### src/alf_pkg.sv
`timescale 1ns / 1ps
`default_nettype none
// ----------------------------------------------------------------------------
// alf_pkg: assembler lexer shared types and constants
// Scan modes, token kinds, item events, status codes, character constants
// and the result item layout.
// ----------------------------------------------------------------------------
package alf_pkg;

  localparam int INDEX_BITS_DEF = 16;
  localparam int CAP_BITS       = 16;
  localparam logic [CAP_BITS-1:0] CAP_RESET = '1;
  localparam logic [1:0] LIT_MAX = 2'd3;
  localparam logic [1:0] LIT_ONE = 2'd1;

  typedef enum logic [2:0] {
    MODE_IDLE   = 3'd0,
    MODE_IDENT  = 3'd1,
    MODE_INT    = 3'd2,
    MODE_CHAR   = 3'd3,
    MODE_STRING = 3'd4,
    MODE_STAR   = 3'd5
  } mode_t;

  typedef enum logic [3:0] {
    KIND_IDENT  = 4'd0,
    KIND_INT    = 4'd1,
    KIND_CHAR   = 4'd2,
    KIND_STRING = 4'd3,
    KIND_STAR   = 4'd4,
    KIND_EOL    = 4'd5,
    KIND_EOP    = 4'd6,
    KIND_COMMA  = 4'd7,
    KIND_COLON  = 4'd8
  } kind_t;

  typedef enum logic [1:0] {
    EV_NONE   = 2'd0,
    EV_START  = 2'd1,
    EV_EXTEND = 2'd2
  } event_t;

  typedef enum logic [2:0] {
    ST_OK     = 3'd0,
    ST_INVAL  = 3'd1,
    ST_CHAR   = 3'd2,
    ST_STRING = 3'd3,
    ST_FULL   = 3'd4,
    ST_NOTERM = 3'd5
  } status_t;

  localparam logic [7:0] CH_QUOTE  = 8'h27;
  localparam logic [7:0] CH_DQUOTE = 8'h22;
  localparam logic [7:0] CH_STAR   = 8'h2A;
  localparam logic [7:0] CH_NL     = 8'h0A;
  localparam logic [7:0] CH_NUL    = 8'h00;
  localparam logic [7:0] CH_COMMA  = 8'h2C;
  localparam logic [7:0] CH_COLON  = 8'h3A;
  localparam logic [7:0] CH_SPACE  = 8'h20;
  localparam logic [7:0] CH_USCORE = 8'h5F;
  localparam logic [7:0] CH_LO_A   = 8'h61;
  localparam logic [7:0] CH_LO_Z   = 8'h7A;
  localparam logic [7:0] CH_UP_A   = 8'h41;
  localparam logic [7:0] CH_UP_Z   = 8'h5A;
  localparam logic [7:0] CH_DIG_0  = 8'h30;
  localparam logic [7:0] CH_DIG_9  = 8'h39;

  typedef struct packed {
    logic [1:0]  token_event;
    logic [3:0]  token_kind;
    logic [15:0] token_index;
    logic [15:0] byte_position;
    logic        line_done;
    logic [2:0]  status_code;
  } result_t;

endpackage
`default_nettype wire

### src/alf_if.sv
`timescale 1ns / 1ps
`default_nettype none
// ----------------------------------------------------------------------------
// alf_if: assembler lexer channel interfaces
// Source byte channel, token result channel and capacity write channel.
// ----------------------------------------------------------------------------
interface alf_byte_if;
  logic       valid;
  logic       ready;
  logic [7:0] src_byte;
  logic       last_byte;

  modport source (output valid, output src_byte, output last_byte, input ready);
  modport sink (input valid, input src_byte, input last_byte, output ready);
endinterface

interface alf_token_if;
  logic        valid;
  logic        ready;
  logic [1:0]  token_event;
  logic [3:0]  token_kind;
  logic [15:0] token_index;
  logic [15:0] byte_position;
  logic        line_done;
  logic [2:0]  status_code;

  modport source (output valid, output token_event, output token_kind,
                  output token_index, output byte_position, output line_done,
                  output status_code, input ready);
  modport sink (input valid, input token_event, input token_kind,
                input token_index, input byte_position, input line_done,
                input status_code, output ready);
endinterface

interface alf_cfg_if;
  logic        valid;
  logic        ready;
  logic [15:0] token_capacity;

  modport source (output valid, output token_capacity, input ready);
  modport sink (input valid, input token_capacity, output ready);
endinterface
`default_nettype wire

### src/alf_fsm.sv
`timescale 1ns / 1ps
`default_nettype none
// ----------------------------------------------------------------------------
// alf_fsm: lexer scan state machine
// Holds scan mode, literal length, token count, source offset and the
// latched error; decides one byte per accepted item.
// ----------------------------------------------------------------------------
module alf_fsm #(
  parameter int INDEX_BITS = alf_pkg::INDEX_BITS_DEF
) (
  input  logic                          clk,
  input  logic                          rst,
  input  logic                          fire,
  input  logic [7:0]                    src_byte,
  input  logic                          last_byte,
  input  logic [alf_pkg::CAP_BITS-1:0]  capacity,
  output alf_pkg::result_t              result
);
  import alf_pkg::*;

  localparam int CW = (INDEX_BITS > CAP_BITS) ? INDEX_BITS : CAP_BITS;
  localparam logic [INDEX_BITS-1:0] USED_MAX = '1;

  mode_t                 mode, mode_next;
  logic [1:0]            lit, lit_next;
  logic [INDEX_BITS-1:0] used, used_next;
  logic [15:0]           offset, offset_next;
  status_t               lerr, lerr_next;

  logic is_alpha, is_digit, is_word, is_eol;

  // idle decode
  logic  id_start, id_line, id_bad, id_litclr;
  kind_t id_kind;
  mode_t id_mode;

  // per-mode scan outcome
  event_t                s_event;
  kind_t                 s_kind;
  logic                  s_line;
  status_t               s_err;
  mode_t                 s_mode;
  logic [1:0]            s_lit;
  logic [INDEX_BITS-1:0] s_idx, s_used;
  logic                  use_idle;

  logic          full;
  logic [CW-1:0] idx_w;

  assign is_alpha = (src_byte inside {[CH_LO_A:CH_LO_Z], [CH_UP_A:CH_UP_Z]});
  assign is_digit = (src_byte inside {[CH_DIG_0:CH_DIG_9]});
  assign is_word  = is_alpha || is_digit || (src_byte == CH_USCORE);
  assign is_eol   = (src_byte == CH_NL) || (src_byte == CH_NUL);

  assign full = (CW'(used) >= CW'(capacity)) || (used == USED_MAX);

  always_ff @(posedge clk) begin
    if (rst) begin
      mode   <= MODE_IDLE;
      lit    <= '0;
      used   <= '0;
      offset <= '0;
      lerr   <= ST_OK;
    end else if (fire) begin
      mode   <= mode_next;
      lit    <= lit_next;
      used   <= used_next;
      offset <= offset_next;
      lerr   <= lerr_next;
    end
  end

  always_comb begin
    id_start  = 1'b1;
    id_line   = 1'b0;
    id_bad    = 1'b0;
    id_litclr = 1'b0;
    id_kind   = KIND_IDENT;
    id_mode   = MODE_IDLE;
    case (src_byte) inside
      CH_QUOTE: begin
        id_kind   = KIND_CHAR;
        id_mode   = MODE_CHAR;
        id_litclr = 1'b1;
      end
      CH_DQUOTE: begin
        id_kind = KIND_STRING;
        id_mode = MODE_STRING;
      end
      CH_STAR: begin
        id_kind = KIND_STAR;
        id_mode = MODE_STAR;
      end
      CH_NL: begin
        id_kind = KIND_EOL;
        id_line = 1'b1;
      end
      CH_NUL: begin
        id_kind = KIND_EOP;
        id_line = 1'b1;
      end
      CH_COMMA: id_kind = KIND_COMMA;
      CH_COLON: id_kind = KIND_COLON;
      CH_SPACE: id_start = 1'b0;
      [CH_LO_A:CH_LO_Z], [CH_UP_A:CH_UP_Z], CH_USCORE: begin
        id_kind = KIND_IDENT;
        id_mode = MODE_IDENT;
      end
      [CH_DIG_0:CH_DIG_9]: begin
        id_kind = KIND_INT;
        id_mode = MODE_INT;
      end
      default: begin
        id_start = 1'b0;
        id_bad   = 1'b1;
      end
    endcase
  end

  always_comb begin
    s_event  = EV_NONE;
    s_kind   = KIND_IDENT;
    s_line   = 1'b0;
    s_err    = ST_OK;
    s_mode   = mode;
    s_lit    = lit;
    s_idx    = used - 1'b1;
    s_used   = used;
    use_idle = 1'b0;
    case (mode)
      MODE_IDENT: begin
        if (is_word) begin
          s_event = EV_EXTEND;
          s_kind  = KIND_IDENT;
        end else begin
          use_idle = 1'b1;
        end
      end
      MODE_INT: begin
        if (is_digit) begin
          s_event = EV_EXTEND;
          s_kind  = KIND_INT;
        end else begin
          use_idle = 1'b1;
        end
      end
      MODE_STAR: begin
        if (src_byte == CH_STAR) begin
          s_event = EV_EXTEND;
          s_kind  = KIND_STAR;
        end else begin
          use_idle = 1'b1;
        end
      end
      MODE_CHAR: begin
        if (src_byte == CH_QUOTE) begin
          if (lit != LIT_ONE) begin
            s_err = ST_CHAR;
          end else begin
            s_event = EV_EXTEND;
            s_kind  = KIND_CHAR;
            s_mode  = MODE_IDLE;
          end
        end else if (is_eol) begin
          s_err = ST_CHAR;
        end else begin
          if (lit != LIT_MAX) s_lit = lit + 1'b1;
          s_event = EV_EXTEND;
          s_kind  = KIND_CHAR;
        end
      end
      MODE_STRING: begin
        if (is_eol) begin
          s_err = ST_STRING;
        end else begin
          s_event = EV_EXTEND;
          s_kind  = KIND_STRING;
          if (src_byte == CH_DQUOTE) s_mode = MODE_IDLE;
        end
      end
      default: use_idle = 1'b1;
    endcase

    // run ended or idle: the byte is handled as idle in the same item
    if (use_idle) begin
      s_mode = MODE_IDLE;
      if (id_bad) begin
        s_err = ST_INVAL;
      end else if (id_start) begin
        s_event = EV_START;
        s_kind  = id_kind;
        s_line  = id_line;
        s_mode  = id_mode;
        s_idx   = used;
        s_used  = used + 1'b1;
        if (id_litclr) s_lit = '0;
      end
    end
  end

  assign idx_w = CW'(s_idx);

  always_comb begin
    mode_next   = mode;
    lit_next    = lit;
    used_next   = used;
    offset_next = offset;
    lerr_next   = lerr;
    result               = '0;
    result.byte_position = offset;
    if (lerr != ST_OK) begin
      result.status_code = lerr;
    end else if (full) begin
      result.status_code = ST_FULL;
      lerr_next          = ST_FULL;
    end else if (s_err != ST_OK) begin
      result.status_code = s_err;
      lerr_next          = s_err;
    end else begin
      mode_next          = s_mode;
      lit_next           = s_lit;
      used_next          = s_used;
      offset_next        = offset + 1'b1;
      result.token_event = s_event;
      result.line_done   = s_line;
      if (s_event != EV_NONE) begin
        result.token_kind  = s_kind;
        result.token_index = idx_w[15:0];
      end
      if (last_byte && !s_line) begin
        result.status_code = ST_NOTERM;
        lerr_next          = ST_NOTERM;
      end
    end
  end

endmodule
`default_nettype wire

### src/alf_outreg.sv
`timescale 1ns / 1ps
`default_nettype none
// ----------------------------------------------------------------------------
// alf_outreg: token result register
// Holds one result item until the downstream side takes it.
// ----------------------------------------------------------------------------
module alf_outreg (
  input  logic              clk,
  input  logic              rst,
  input  logic              load,
  input  alf_pkg::result_t  d,
  output logic              free,
  alf_token_if.source       tok
);
  import alf_pkg::*;

  result_t q;
  logic    valid;

  assign free = !valid || tok.ready;

  always_ff @(posedge clk) begin
    if (rst) begin
      valid <= 1'b0;
    end else if (load) begin
      valid <= 1'b1;
    end else if (tok.ready) begin
      valid <= 1'b0;
    end
  end

  always_ff @(posedge clk) begin
    if (load) q <= d;
  end

  assign tok.valid         = valid;
  assign tok.token_event   = q.token_event;
  assign tok.token_kind    = q.token_kind;
  assign tok.token_index   = q.token_index;
  assign tok.byte_position = q.byte_position;
  assign tok.line_done     = q.line_done;
  assign tok.status_code   = q.status_code;

endmodule
`default_nettype wire

### src/assembler_lexer_fsm_unit.sv
`timescale 1ns / 1ps
`default_nettype none
// ----------------------------------------------------------------------------
// assembler_lexer_fsm_unit: assembler source byte lexer
// One source byte in, one token result out. Each byte is decided
// combinationally by the scan state machine and lands in the result register
// at the edge that accepts it; a new byte is taken every cycle while
// the result register is empty or being drained, so throughput is one item
// per clock while the result register is not stalled. Capacity writes are
// registered before they apply, and belong between sources.
// ----------------------------------------------------------------------------
module assembler_lexer_fsm_unit #(
  parameter int INDEX_BITS = alf_pkg::INDEX_BITS_DEF
) (
  input  logic         clk,
  input  logic         rst,
  alf_byte_if.sink     src,
  alf_token_if.source  tok,
  alf_cfg_if.sink      cfg
);
  import alf_pkg::*;

  logic [CAP_BITS-1:0] capacity;
  logic                free;
  logic                fire;
  result_t             result;

  assign cfg.ready = 1'b1;
  assign src.ready = free;
  assign fire      = src.valid && free;

  always_ff @(posedge clk) begin
    if (rst) begin
      capacity <= CAP_RESET;
    end else if (cfg.valid) begin
      capacity <= cfg.token_capacity;
    end
  end

  alf_fsm #(
    .INDEX_BITS (INDEX_BITS)
  ) u_fsm (
    .clk       (clk),
    .rst       (rst),
    .fire      (fire),
    .src_byte  (src.src_byte),
    .last_byte (src.last_byte),
    .capacity  (capacity),
    .result    (result)
  );

  alf_outreg u_outreg (
    .clk  (clk),
    .rst  (rst),
    .load (fire),
    .d    (result),
    .free (free),
    .tok  (tok)
  );

`ifndef SYNTHESIS
  a_result_follows: assert property (@(posedge clk) disable iff (rst)
    src.valid && src.ready |=> tok.valid)
    else $error("accepted byte gave no result");

  a_quiet_fields: assert property (@(posedge clk) disable iff (rst)
    tok.valid && (tok.token_event == EV_NONE) |->
      (tok.token_kind == KIND_IDENT) && (tok.token_index == '0) && !tok.line_done)
    else $error("fields set on a result with no event");

  a_line_kind: assert property (@(posedge clk) disable iff (rst)
    tok.valid && tok.line_done |->
      (tok.token_event == EV_START) &&
      ((tok.token_kind == KIND_EOL) || (tok.token_kind == KIND_EOP)))
    else $error("line done without a line end token");
`endif

endmodule
`default_nettype wire

### src/flat_wrapper.sv
// flat-port wrapper written by rule: the top's interface ports become plain ports
module assembler_lexer_fsm_unit_flat import alf_pkg::*;
#(
  parameter int INDEX_BITS = alf_pkg::INDEX_BITS_DEF
)
  (clk, rst, src_valid, src_src_byte, src_last_byte, src_ready, tok_valid, tok_token_event, tok_token_kind, tok_token_index, tok_byte_position, tok_line_done, tok_status_code, tok_ready, cfg_valid, cfg_token_capacity, cfg_ready);
  alf_byte_if src_i ();
  alf_token_if tok_i ();
  alf_cfg_if cfg_i ();
  input  logic clk;
  input  logic rst;
  input wire logic [$bits(src_i.valid)-1:0] src_valid;
  input wire logic [$bits(src_i.src_byte)-1:0] src_src_byte;
  input wire logic [$bits(src_i.last_byte)-1:0] src_last_byte;
  output wire logic [$bits(src_i.ready)-1:0] src_ready;
  output wire logic [$bits(tok_i.valid)-1:0] tok_valid;
  output wire logic [$bits(tok_i.token_event)-1:0] tok_token_event;
  output wire logic [$bits(tok_i.token_kind)-1:0] tok_token_kind;
  output wire logic [$bits(tok_i.token_index)-1:0] tok_token_index;
  output wire logic [$bits(tok_i.byte_position)-1:0] tok_byte_position;
  output wire logic [$bits(tok_i.line_done)-1:0] tok_line_done;
  output wire logic [$bits(tok_i.status_code)-1:0] tok_status_code;
  input wire logic [$bits(tok_i.ready)-1:0] tok_ready;
  input wire logic [$bits(cfg_i.valid)-1:0] cfg_valid;
  input wire logic [$bits(cfg_i.token_capacity)-1:0] cfg_token_capacity;
  output wire logic [$bits(cfg_i.ready)-1:0] cfg_ready;
  assign src_i.valid = src_valid;
  assign src_i.src_byte = src_src_byte;
  assign src_i.last_byte = src_last_byte;
  assign src_ready = src_i.ready;
  assign tok_valid = tok_i.valid;
  assign tok_token_event = tok_i.token_event;
  assign tok_token_kind = tok_i.token_kind;
  assign tok_token_index = tok_i.token_index;
  assign tok_byte_position = tok_i.byte_position;
  assign tok_line_done = tok_i.line_done;
  assign tok_status_code = tok_i.status_code;
  assign tok_i.ready = tok_ready;
  assign cfg_i.valid = cfg_valid;
  assign cfg_i.token_capacity = cfg_token_capacity;
  assign cfg_ready = cfg_i.ready;
  assembler_lexer_fsm_unit #(.INDEX_BITS(INDEX_BITS)) u_core (.clk(clk), .rst(rst), .src(src_i), .tok(tok_i), .cfg(cfg_i));
endmodule
### config.mk
export PLATFORM = sky130hd
export DESIGN_NAME = assembler_lexer_fsm_unit_flat
export DESIGN_NICKNAME = d
export VERILOG_FILES = /design/src/alf_pkg.sv /design/src/alf_if.sv /design/src/alf_fsm.sv /design/src/alf_outreg.sv /design/src/assembler_lexer_fsm_unit.sv /design/src/flat_wrapper.sv
export SDC_FILE = /design/constraint.sdc
export NUM_CORES = 1
export LEC_CHECK = 0
export BUFFER_PORTS_ARGS = -buffer_cell sky130_fd_sc_hd__buf_2
export CAP_MARGIN = 25
export CORE_MARGIN = 5
export CORE_UTILIZATION = 62
export CTS_CLUSTER_SIZE = 14
export DETAILED_ROUTE_END_ITERATION = 8
export PLACE_DENSITY = 0.93
export SLEW_MARGIN = 20
export SYNTH_ARGS = -nofsm -noshare
export SYNTH_HDL_FRONTEND = slang
export SYNTH_SLANG_ARGS = --single-unit
export TNS_END_PERCENT = 50
### constraint.sdc
create_clock -name clk -period 10.1 [get_ports clk]
set_clock_uncertainty 0.05 [all_clocks]
set_input_delay 3.03 -clock clk [delete_from_list [all_inputs] [get_ports clk]]
set_output_delay 3.03 -clock clk [all_outputs]
set_load 0.03 [all_outputs]
==> results.sh, run 1 <==
export IMPL_grt_setup_unrepaired="no"
export IMPL_cpPeakStageDelay_ns=0.20
export IMPL_nNetsFinal=676
export IMPL_yosysWarningCount=0
export IMPL_critPathKind="input pin to output port"
export IMPL_grt_overflow_total=0
export IMPL_worst_endpoint_arrival_ns=3.50
export IMPL_syn_area_mm2=0.00542
export IMPL_synth_edf_count=42
export IMPL_worst_slew_pin_slew_ns=0.982
export IMPL_drt_pass1_iterations=6
export IMPL_netlist_area_leader_share_pct=23.3
export IMPL_syn_nets=628
export IMPL_fin_crit_sh_pct=65.2
export IMPL_grt_antenna_before_repair=0
export IMPL_cp_common_cell="buf_2"
export IMPL_cp_top_family="buffers and inverters"
export IMPL_drt_wl_total_um=12800
export IMPL_grt_total_usage_pct=24.1
export IMPL_fin_util_pct=68.9
export IMPL_max_freq_mhz=152
export IMPL_critPathLaunchType="input pin"
export IMPL_clk_path_buf_depth=2
export IMPL_path_cells="buf_2 > nand2b_1 > buf_2"
export IMPL_ir_drop_mv=0.0669
export IMPL_ys_seq_area_share_pct=44.3
export IMPL_grt_pass1_vias=4530
export IMPL_cts_reportedPaths_clkPinSlew_ns=0.09
export IMPL_postRouteAntennaNets=0
export IMPL_cts_max_level=3
export IMPL_hpwl_um=9300
export IMPL_vias_per_cell=6.29
export IMPL_cts_buffers=9
export IMPL_setup_tns_ns=0
export IMPL_die_area_mm2=0.0107
export IMPL_area_growth_pct=9.76
export IMPL_slew_violations=0
export IMPL_port_buffers=73
export IMPL_ys_top_cells_by_area="edfxtp_1, dfxtp_1, ha_1, nor2_1, nand2_1"
export IMPL_clockRootBuffer="clkbuf_8"
export IMPL_cts_tree="built"
export IMPL_crit_buf_inv=2
export IMPL_postCtsSetupBuffers=0
export IMPL_drive_gt1_share_pct=19.0
export IMPL_synthFlopType="dfxtp_1"
export IMPL_syn_inst=579
export IMPL_cp_max_fo=4
export IMPL_max_cap_viol_count=0
export IMPL_vias=4657
export IMPL_io_pins=75
export IMPL_maxSlewHeadroom_pct=34.5
export IMPL_grt_pass1_wl_um=21900
export IMPL_antenna_cells=0
export IMPL_hold_viol_final=0
export IMPL_ys_seq_elements=99
export IMPL_yosysUniqueCellTypes=76
export IMPL_cts_hold_buf=0
export IMPL_cp_required_ns=7.02
export IMPL_drc=0
export IMPL_synth_area_leader_cell="edfxtp_1"
export IMPL_synth_common_cells="dfxtp_1, nor2_1, nand2_1, edfxtp_1, a21oi_1"
export IMPL_powerDensity_mw_per_mm2=136
export IMPL_hold_class="register to register"
export IMPL_period_needed_ns=6.58
export IMPL_start_util_pct=62.8
export IMPL_num_rows=34
export IMPL_postSynthAreaPerCell_um2=9.36
export IMPL_setup_worst_path_end_class="output port"
export IMPL_grt_start_max_net_pins=45
export IMPL_yosysMostFrequentCell="dfxtp_1"
export IMPL_fp_dieH_um=104
export IMPL_gp_congestion=0.866
export IMPL_fill_cells=653
export IMPL_setup_viol=0
export IMPL_cts_resized=0
export IMPL_wire_per_inst_um=17.2
export IMPL_core_area_mm2=0.00864
export IMPL_critPathSlowestCell="buf_2"
export IMPL_drt_iter0_drc=324
export IMPL_synth_async_reset_ratio_pct=0
export IMPL_clk_latency_ns=0.37
export IMPL_clock_sinks=99
export IMPL_status="complete, no violations"
export IMPL_die_width_um=104
export IMPL_leakagePower_uw=0.00233
-- path summary, 6_finish.rpt --
| path | start | to | slack, ns | cells past startpoint |
|---|---|---|---|---|
| hold reg to reg | u_core.u_fsm.lit[1] | u_core.u_fsm.lit[1] | 0.42 | 1 |
| setup reg to reg | u_core.u_fsm.used[0] | u_core.u_fsm.offset[11] | 6.79 | 9 |
| setup / recovery | tok_ready | src_ready | 3.52 | 3 |
| hold / removal | u_core.u_fsm.lit[1] | u_core.u_fsm.lit[1] | 0.42 | 1 |
-- state kept, by name, summed over array words and instances, names as in the netlist --
name and flops:
u_core.u_outreg.tok.line_done 1, u_core.u_outreg.tok.status_code 3, u_core.u_fsm.lit 2, u_core.u_fsm.offset 16, u_core.u_outreg.tok.token_kind 4, u_core.u_fsm.lerr 3
u_core.u_fsm.used 16, u_core.u_outreg.tok.byte_position 16, u_core.u_outreg.tok.token_event 2, u_core.capacity 16, u_core.u_outreg.tok.valid 1, u_core.u_outreg.tok.token_index 16
u_core.u_fsm.mode 3
-- placed cells by master (no fill, tap or decap), types with 13 or more instances in the layout --
| cell type | netlist | layout |
|---|---|---|
| nand2_1 | 46 | 46 |
| nand4_1 | 16 | 16 |
| a21oi_1 | 34 | 34 |
| dfxtp_1 | 57 | 57 |
| o21ai_0 | 13 | 13 |
| inv_1 | 29 | 29 |
| nand3_1 | 19 | 19 |
| nor2_1 | 56 | 56 |
| ha_1 | 19 | 19 |
| o31ai_1 | 13 | 13 |
| edfxtp_1 | 42 | 42 |
| buf_2 | 10 | 73 |
| o211ai_1 | 15 | 15 |
| xnor2_1 | 15 | 15 |
-- per-layer routing --
layer	vias to the layer above	share of wire, %	track usage (%)
li1	2246	-	-
met1	2163	41	31.3
met2	213	49	40.3
met3	35	7.2	4.23
met4	0	2.4	8.34
met5	-	0	0
-- report_power, final --
group	leakage (µW)	total (µW)	internal (µW)	switching (µW)
logic	0.00135	116	38.1	78.3
clock network	0.0000901	255	116	139
registers	0.000886	438	433	5.63
-- layout make-up --
cell class	count	area, µm²	share of cell area [%]
multi-input cells	414	2740	46.1
well taps	108	135	2.27
clock inverters	5	62.6	1.05
flip-flops and latches	99	2400	40.4
inverters	30	113	1.89
clock buffers	11	131	2.21
repair buffers	73	365	6.14
-- cells by family (layout without fill, tap and decap cells) --
family	Yosys count	after routing	synth area share, %
and+or+nand+nor	241	241	24.2
muxes	7	7	1.38
DFF	99	99	44.3
other	1	1	0.0692
xor gates and xnor gates	18	18	2.91
adders and majority gates	19	19	4.38
AOI/OAI and AO/OA	128	128	17.6
buffers and inverters	66	119	5.15
-- stage by stage --
stage                     hold WS, ns  total power, µW  setup slack [ns]  cells  area, µm²
after detailed placement        0.397              563              3.51    724       5760
after global placement          0.390              558              3.56    724       5760
final                           0.416              810              3.52    740       5950
after floorplan                 0.356              533              3.69    579       5420
after global routing            0.444              840              3.47    740       5950
after CTS                       0.419              809              3.51    740       5950
-- worst reg2reg max path: cells and delay by family (launching register included) --
family / cells / cell delay [ns]
AOI/OAI and AO/OA: 4 / 0.79
adders and majority gates: 1 / 0.31
buffers and inverters: 1 / 0.16
DFF: 1 / 0.44
and+or+nand+nor: 3 / 1.49
(Power assumes the default switching activity.)
==> inputs of run 2 (changes only) <==
Settings changed: CORE_UTILIZATION 62 to 58, PLACE_DENSITY 0.93 to 0.88.
Clock period 10.1 ns to 6.3 ns, I/O delays scaled along.
==> results.sh, run 2 (synthesis gave the netlist of run 1 again) <==
export IMPL_status="complete, no violations"
export IMPL_cts_tree="built"
export IMPL_slew_violations=0
export IMPL_cts_reportedPaths_clkPinSlew_ns=0.10
export IMPL_drt_wl_total_um=12300
export IMPL_intPower_uw=981
export IMPL_critPathLaunchType="input pin"
export IMPL_path_cells="buf_2 > o21ai_1 > nor2b_1 > a222oi_1 > a2bb2oi_4 > nand3_2 > or4_1 > a21oi_1"
export IMPL_grt_pass1_wl_um=20500
export IMPL_worst_slew_pin_slew_ns=0.950
export IMPL_gp_congestion=0.908
export IMPL_cts_hold_buf=0
export IMPL_critPathKind="input pin to register"
export IMPL_antenna_cells=0
export IMPL_clk_latency_ns=0.36
export IMPL_ir_drop_mv=0.174
export IMPL_period_needed_ns=4.47
export IMPL_core_area_mm2=0.00920
export IMPL_die_width_um=107
export IMPL_final_cell_mix="buf_2, dfxtp_1, nor2_1, nand2_1, edfxtp_1"
export IMPL_maxSlewHeadroom_pct=36.7
export IMPL_swShare_pct=26.3
export IMPL_cts_max_level=3
export IMPL_max_freq_mhz=224
export IMPL_power_frac_seq_pct=52.8
export IMPL_total_power_uw=1330
export IMPL_grt_overflow_total=0
export IMPL_cpPeakStageDelay_ns=0.70
export IMPL_start_util_pct=59.0
export IMPL_drive_gt1_share_pct=19.0
export IMPL_combPwrFrac_pct=13.9
export IMPL_grt_start_max_net_pins=45
export IMPL_clockRootBuffer="clkbuf_8"
export IMPL_drc=0
export IMPL_setup_viol=0
export IMPL_setup_worst_path_end="u_core.u_fsm.used[10]"
export IMPL_hold_class="register to register"
export IMPL_postCtsSetupBuffers=0
export IMPL_clock_sinks=99
export IMPL_clock_power_share_pct=33.4
export IMPL_postRouteAntennaNets=0
export IMPL_critPathSlowestCell="a222oi_1"
export IMPL_vias_per_cell=6.20
export IMPL_wire_per_inst_um=16.6
export IMPL_setup_worst_path_end_class="register"
export IMPL_area_growth_pct=10.2
export IMPL_grt_total_usage_pct=21.9
export IMPL_reg2regPathDepth=9
export IMPL_cts_buffers=9
export IMPL_fp_dieH_um=107
export IMPL_fill_cells=727
export IMPL_placed_cells=727
export IMPL_drt_pass1_iterations=5
export IMPL_hpwl_um=8800
export IMPL_ff2ff_setup_slack_ns=2.89
export IMPL_grt_pass1_vias=4216
export IMPL_worstSetupStartpoint="src_src_byte[3]"
export IMPL_layout_commonest_cell="buf_2"
export IMPL_grt_antenna_before_repair=0
export IMPL_die_area_mm2=0.0114
export IMPL_num_rows=35
export IMPL_port_buffers=73
export IMPL_worst_endpoint_arrival_ns=4.70
export IMPL_vias=4610
export IMPL_cp_max_fo=19
export IMPL_clk_path_buf_depth=2
export IMPL_grt_setup_unrepaired="no"
export IMPL_max_cap_viol_count=0
export IMPL_r2r_end="u_core.u_outreg.tok.token_index[11]"
export IMPL_layoutNonFillerInstCount=743
export IMPL_switchingPower_uw=351
export IMPL_reg2reg_from="u_core.u_fsm.used[0]"
export IMPL_io_pins=75
export IMPL_hold_viol_final=0
export IMPL_holdWs_ns=0.431
export IMPL_leakagePower_uw=0.00234
export IMPL_nNetsFinal=676
export IMPL_powerDensity_mw_per_mm2=223
export IMPL_worst_hold_path_num_cells=1
export IMPL_cp_required_ns=6.53
export IMPL_cts_resized=0
export IMPL_drt_iter0_drc=343
export IMPL_setup_tns_ns=0
export IMPL_fin_crit_sh_pct=71.0
==> run 2: cell types whose count changed in the layout (fill, tap and decap cells not counted) <==
| cell | delta |
|---|---|
| clkinvlp_4 | -1 |
| bufinv_16 | +1 |
==> run 2: critical path: cells and delay by family <==
kind / cells / cell delay, ns
AOI/OAI and AO/OA: 4 / 1.52
buffers and inverters: 1 / 0.25
and+or+nand+nor: 3 / 1.04
==> run 2: power by group through the flow <==
stage	sequential (µW)	clock, µW	combinational [µW]
3_5_place_dp	718	0	184
2_1_floorplan	749	0	107
4_1_cts	703	448	185
5_1_grt	706	476	202
6_report	703	444	185
3_3_place_gp	717	0	179
==> run 2: worst min-delay path by stage <==
stage | end | startpoint | slack [ns]
after floorplan | u_core.u_outreg.tok.byte_position[2] | u_core.u_fsm.offset[2] | 0.36
after global placement | u_core.u_outreg.tok.byte_position[15] | u_core.u_fsm.offset[15] | 0.39
after detailed placement | u_core.u_outreg.tok.byte_position[15] | u_core.u_fsm.offset[15] | 0.40
after CTS | u_core.u_fsm.lit[1] | u_core.u_fsm.lit[1] | 0.43
after global routing | u_core.u_outreg.tok.byte_position[15] | u_core.u_fsm.offset[15] | 0.44
final | u_core.u_fsm.lit[1] | u_core.u_fsm.lit[1] | 0.43
==> run 2: final cells by class <==
class                           count  area, µm²  share of cell area [%]
Clock buffer                       11        131                    2.20
Timing Repair Buffer               73        365                    6.11
Multi-Input combinational cell    414       2740                    45.9
Sequential cell                    99       2400                    40.2
Tap cell                          111        139                    2.32
Clock inverter                      5       85.1                    1.42
Inverter                           30        113                    1.88
==> run 2: stage by stage <==
stage,cell area [µm²],util (%),setup slack (ns)
after global routing,5980,65.0,1.63
after global placement,5760,62.6,1.67
after detailed placement,5760,62.6,1.51
final,5980,65.0,1.83
after floorplan,5420,-,2.08
after CTS,5980,65.0,1.89
==> run 2: routing by layer <==
metal / GRT usage (%) / vias up / wire (µm)
li1: - / 2238 / -
met1: 29.6 / 2146 / 5410
met2: 36.2 / 199 / 5840
met3: 3.19 / 27 / 810
met4: 7.58 / 0 / 257
met5: 0 / - / 0
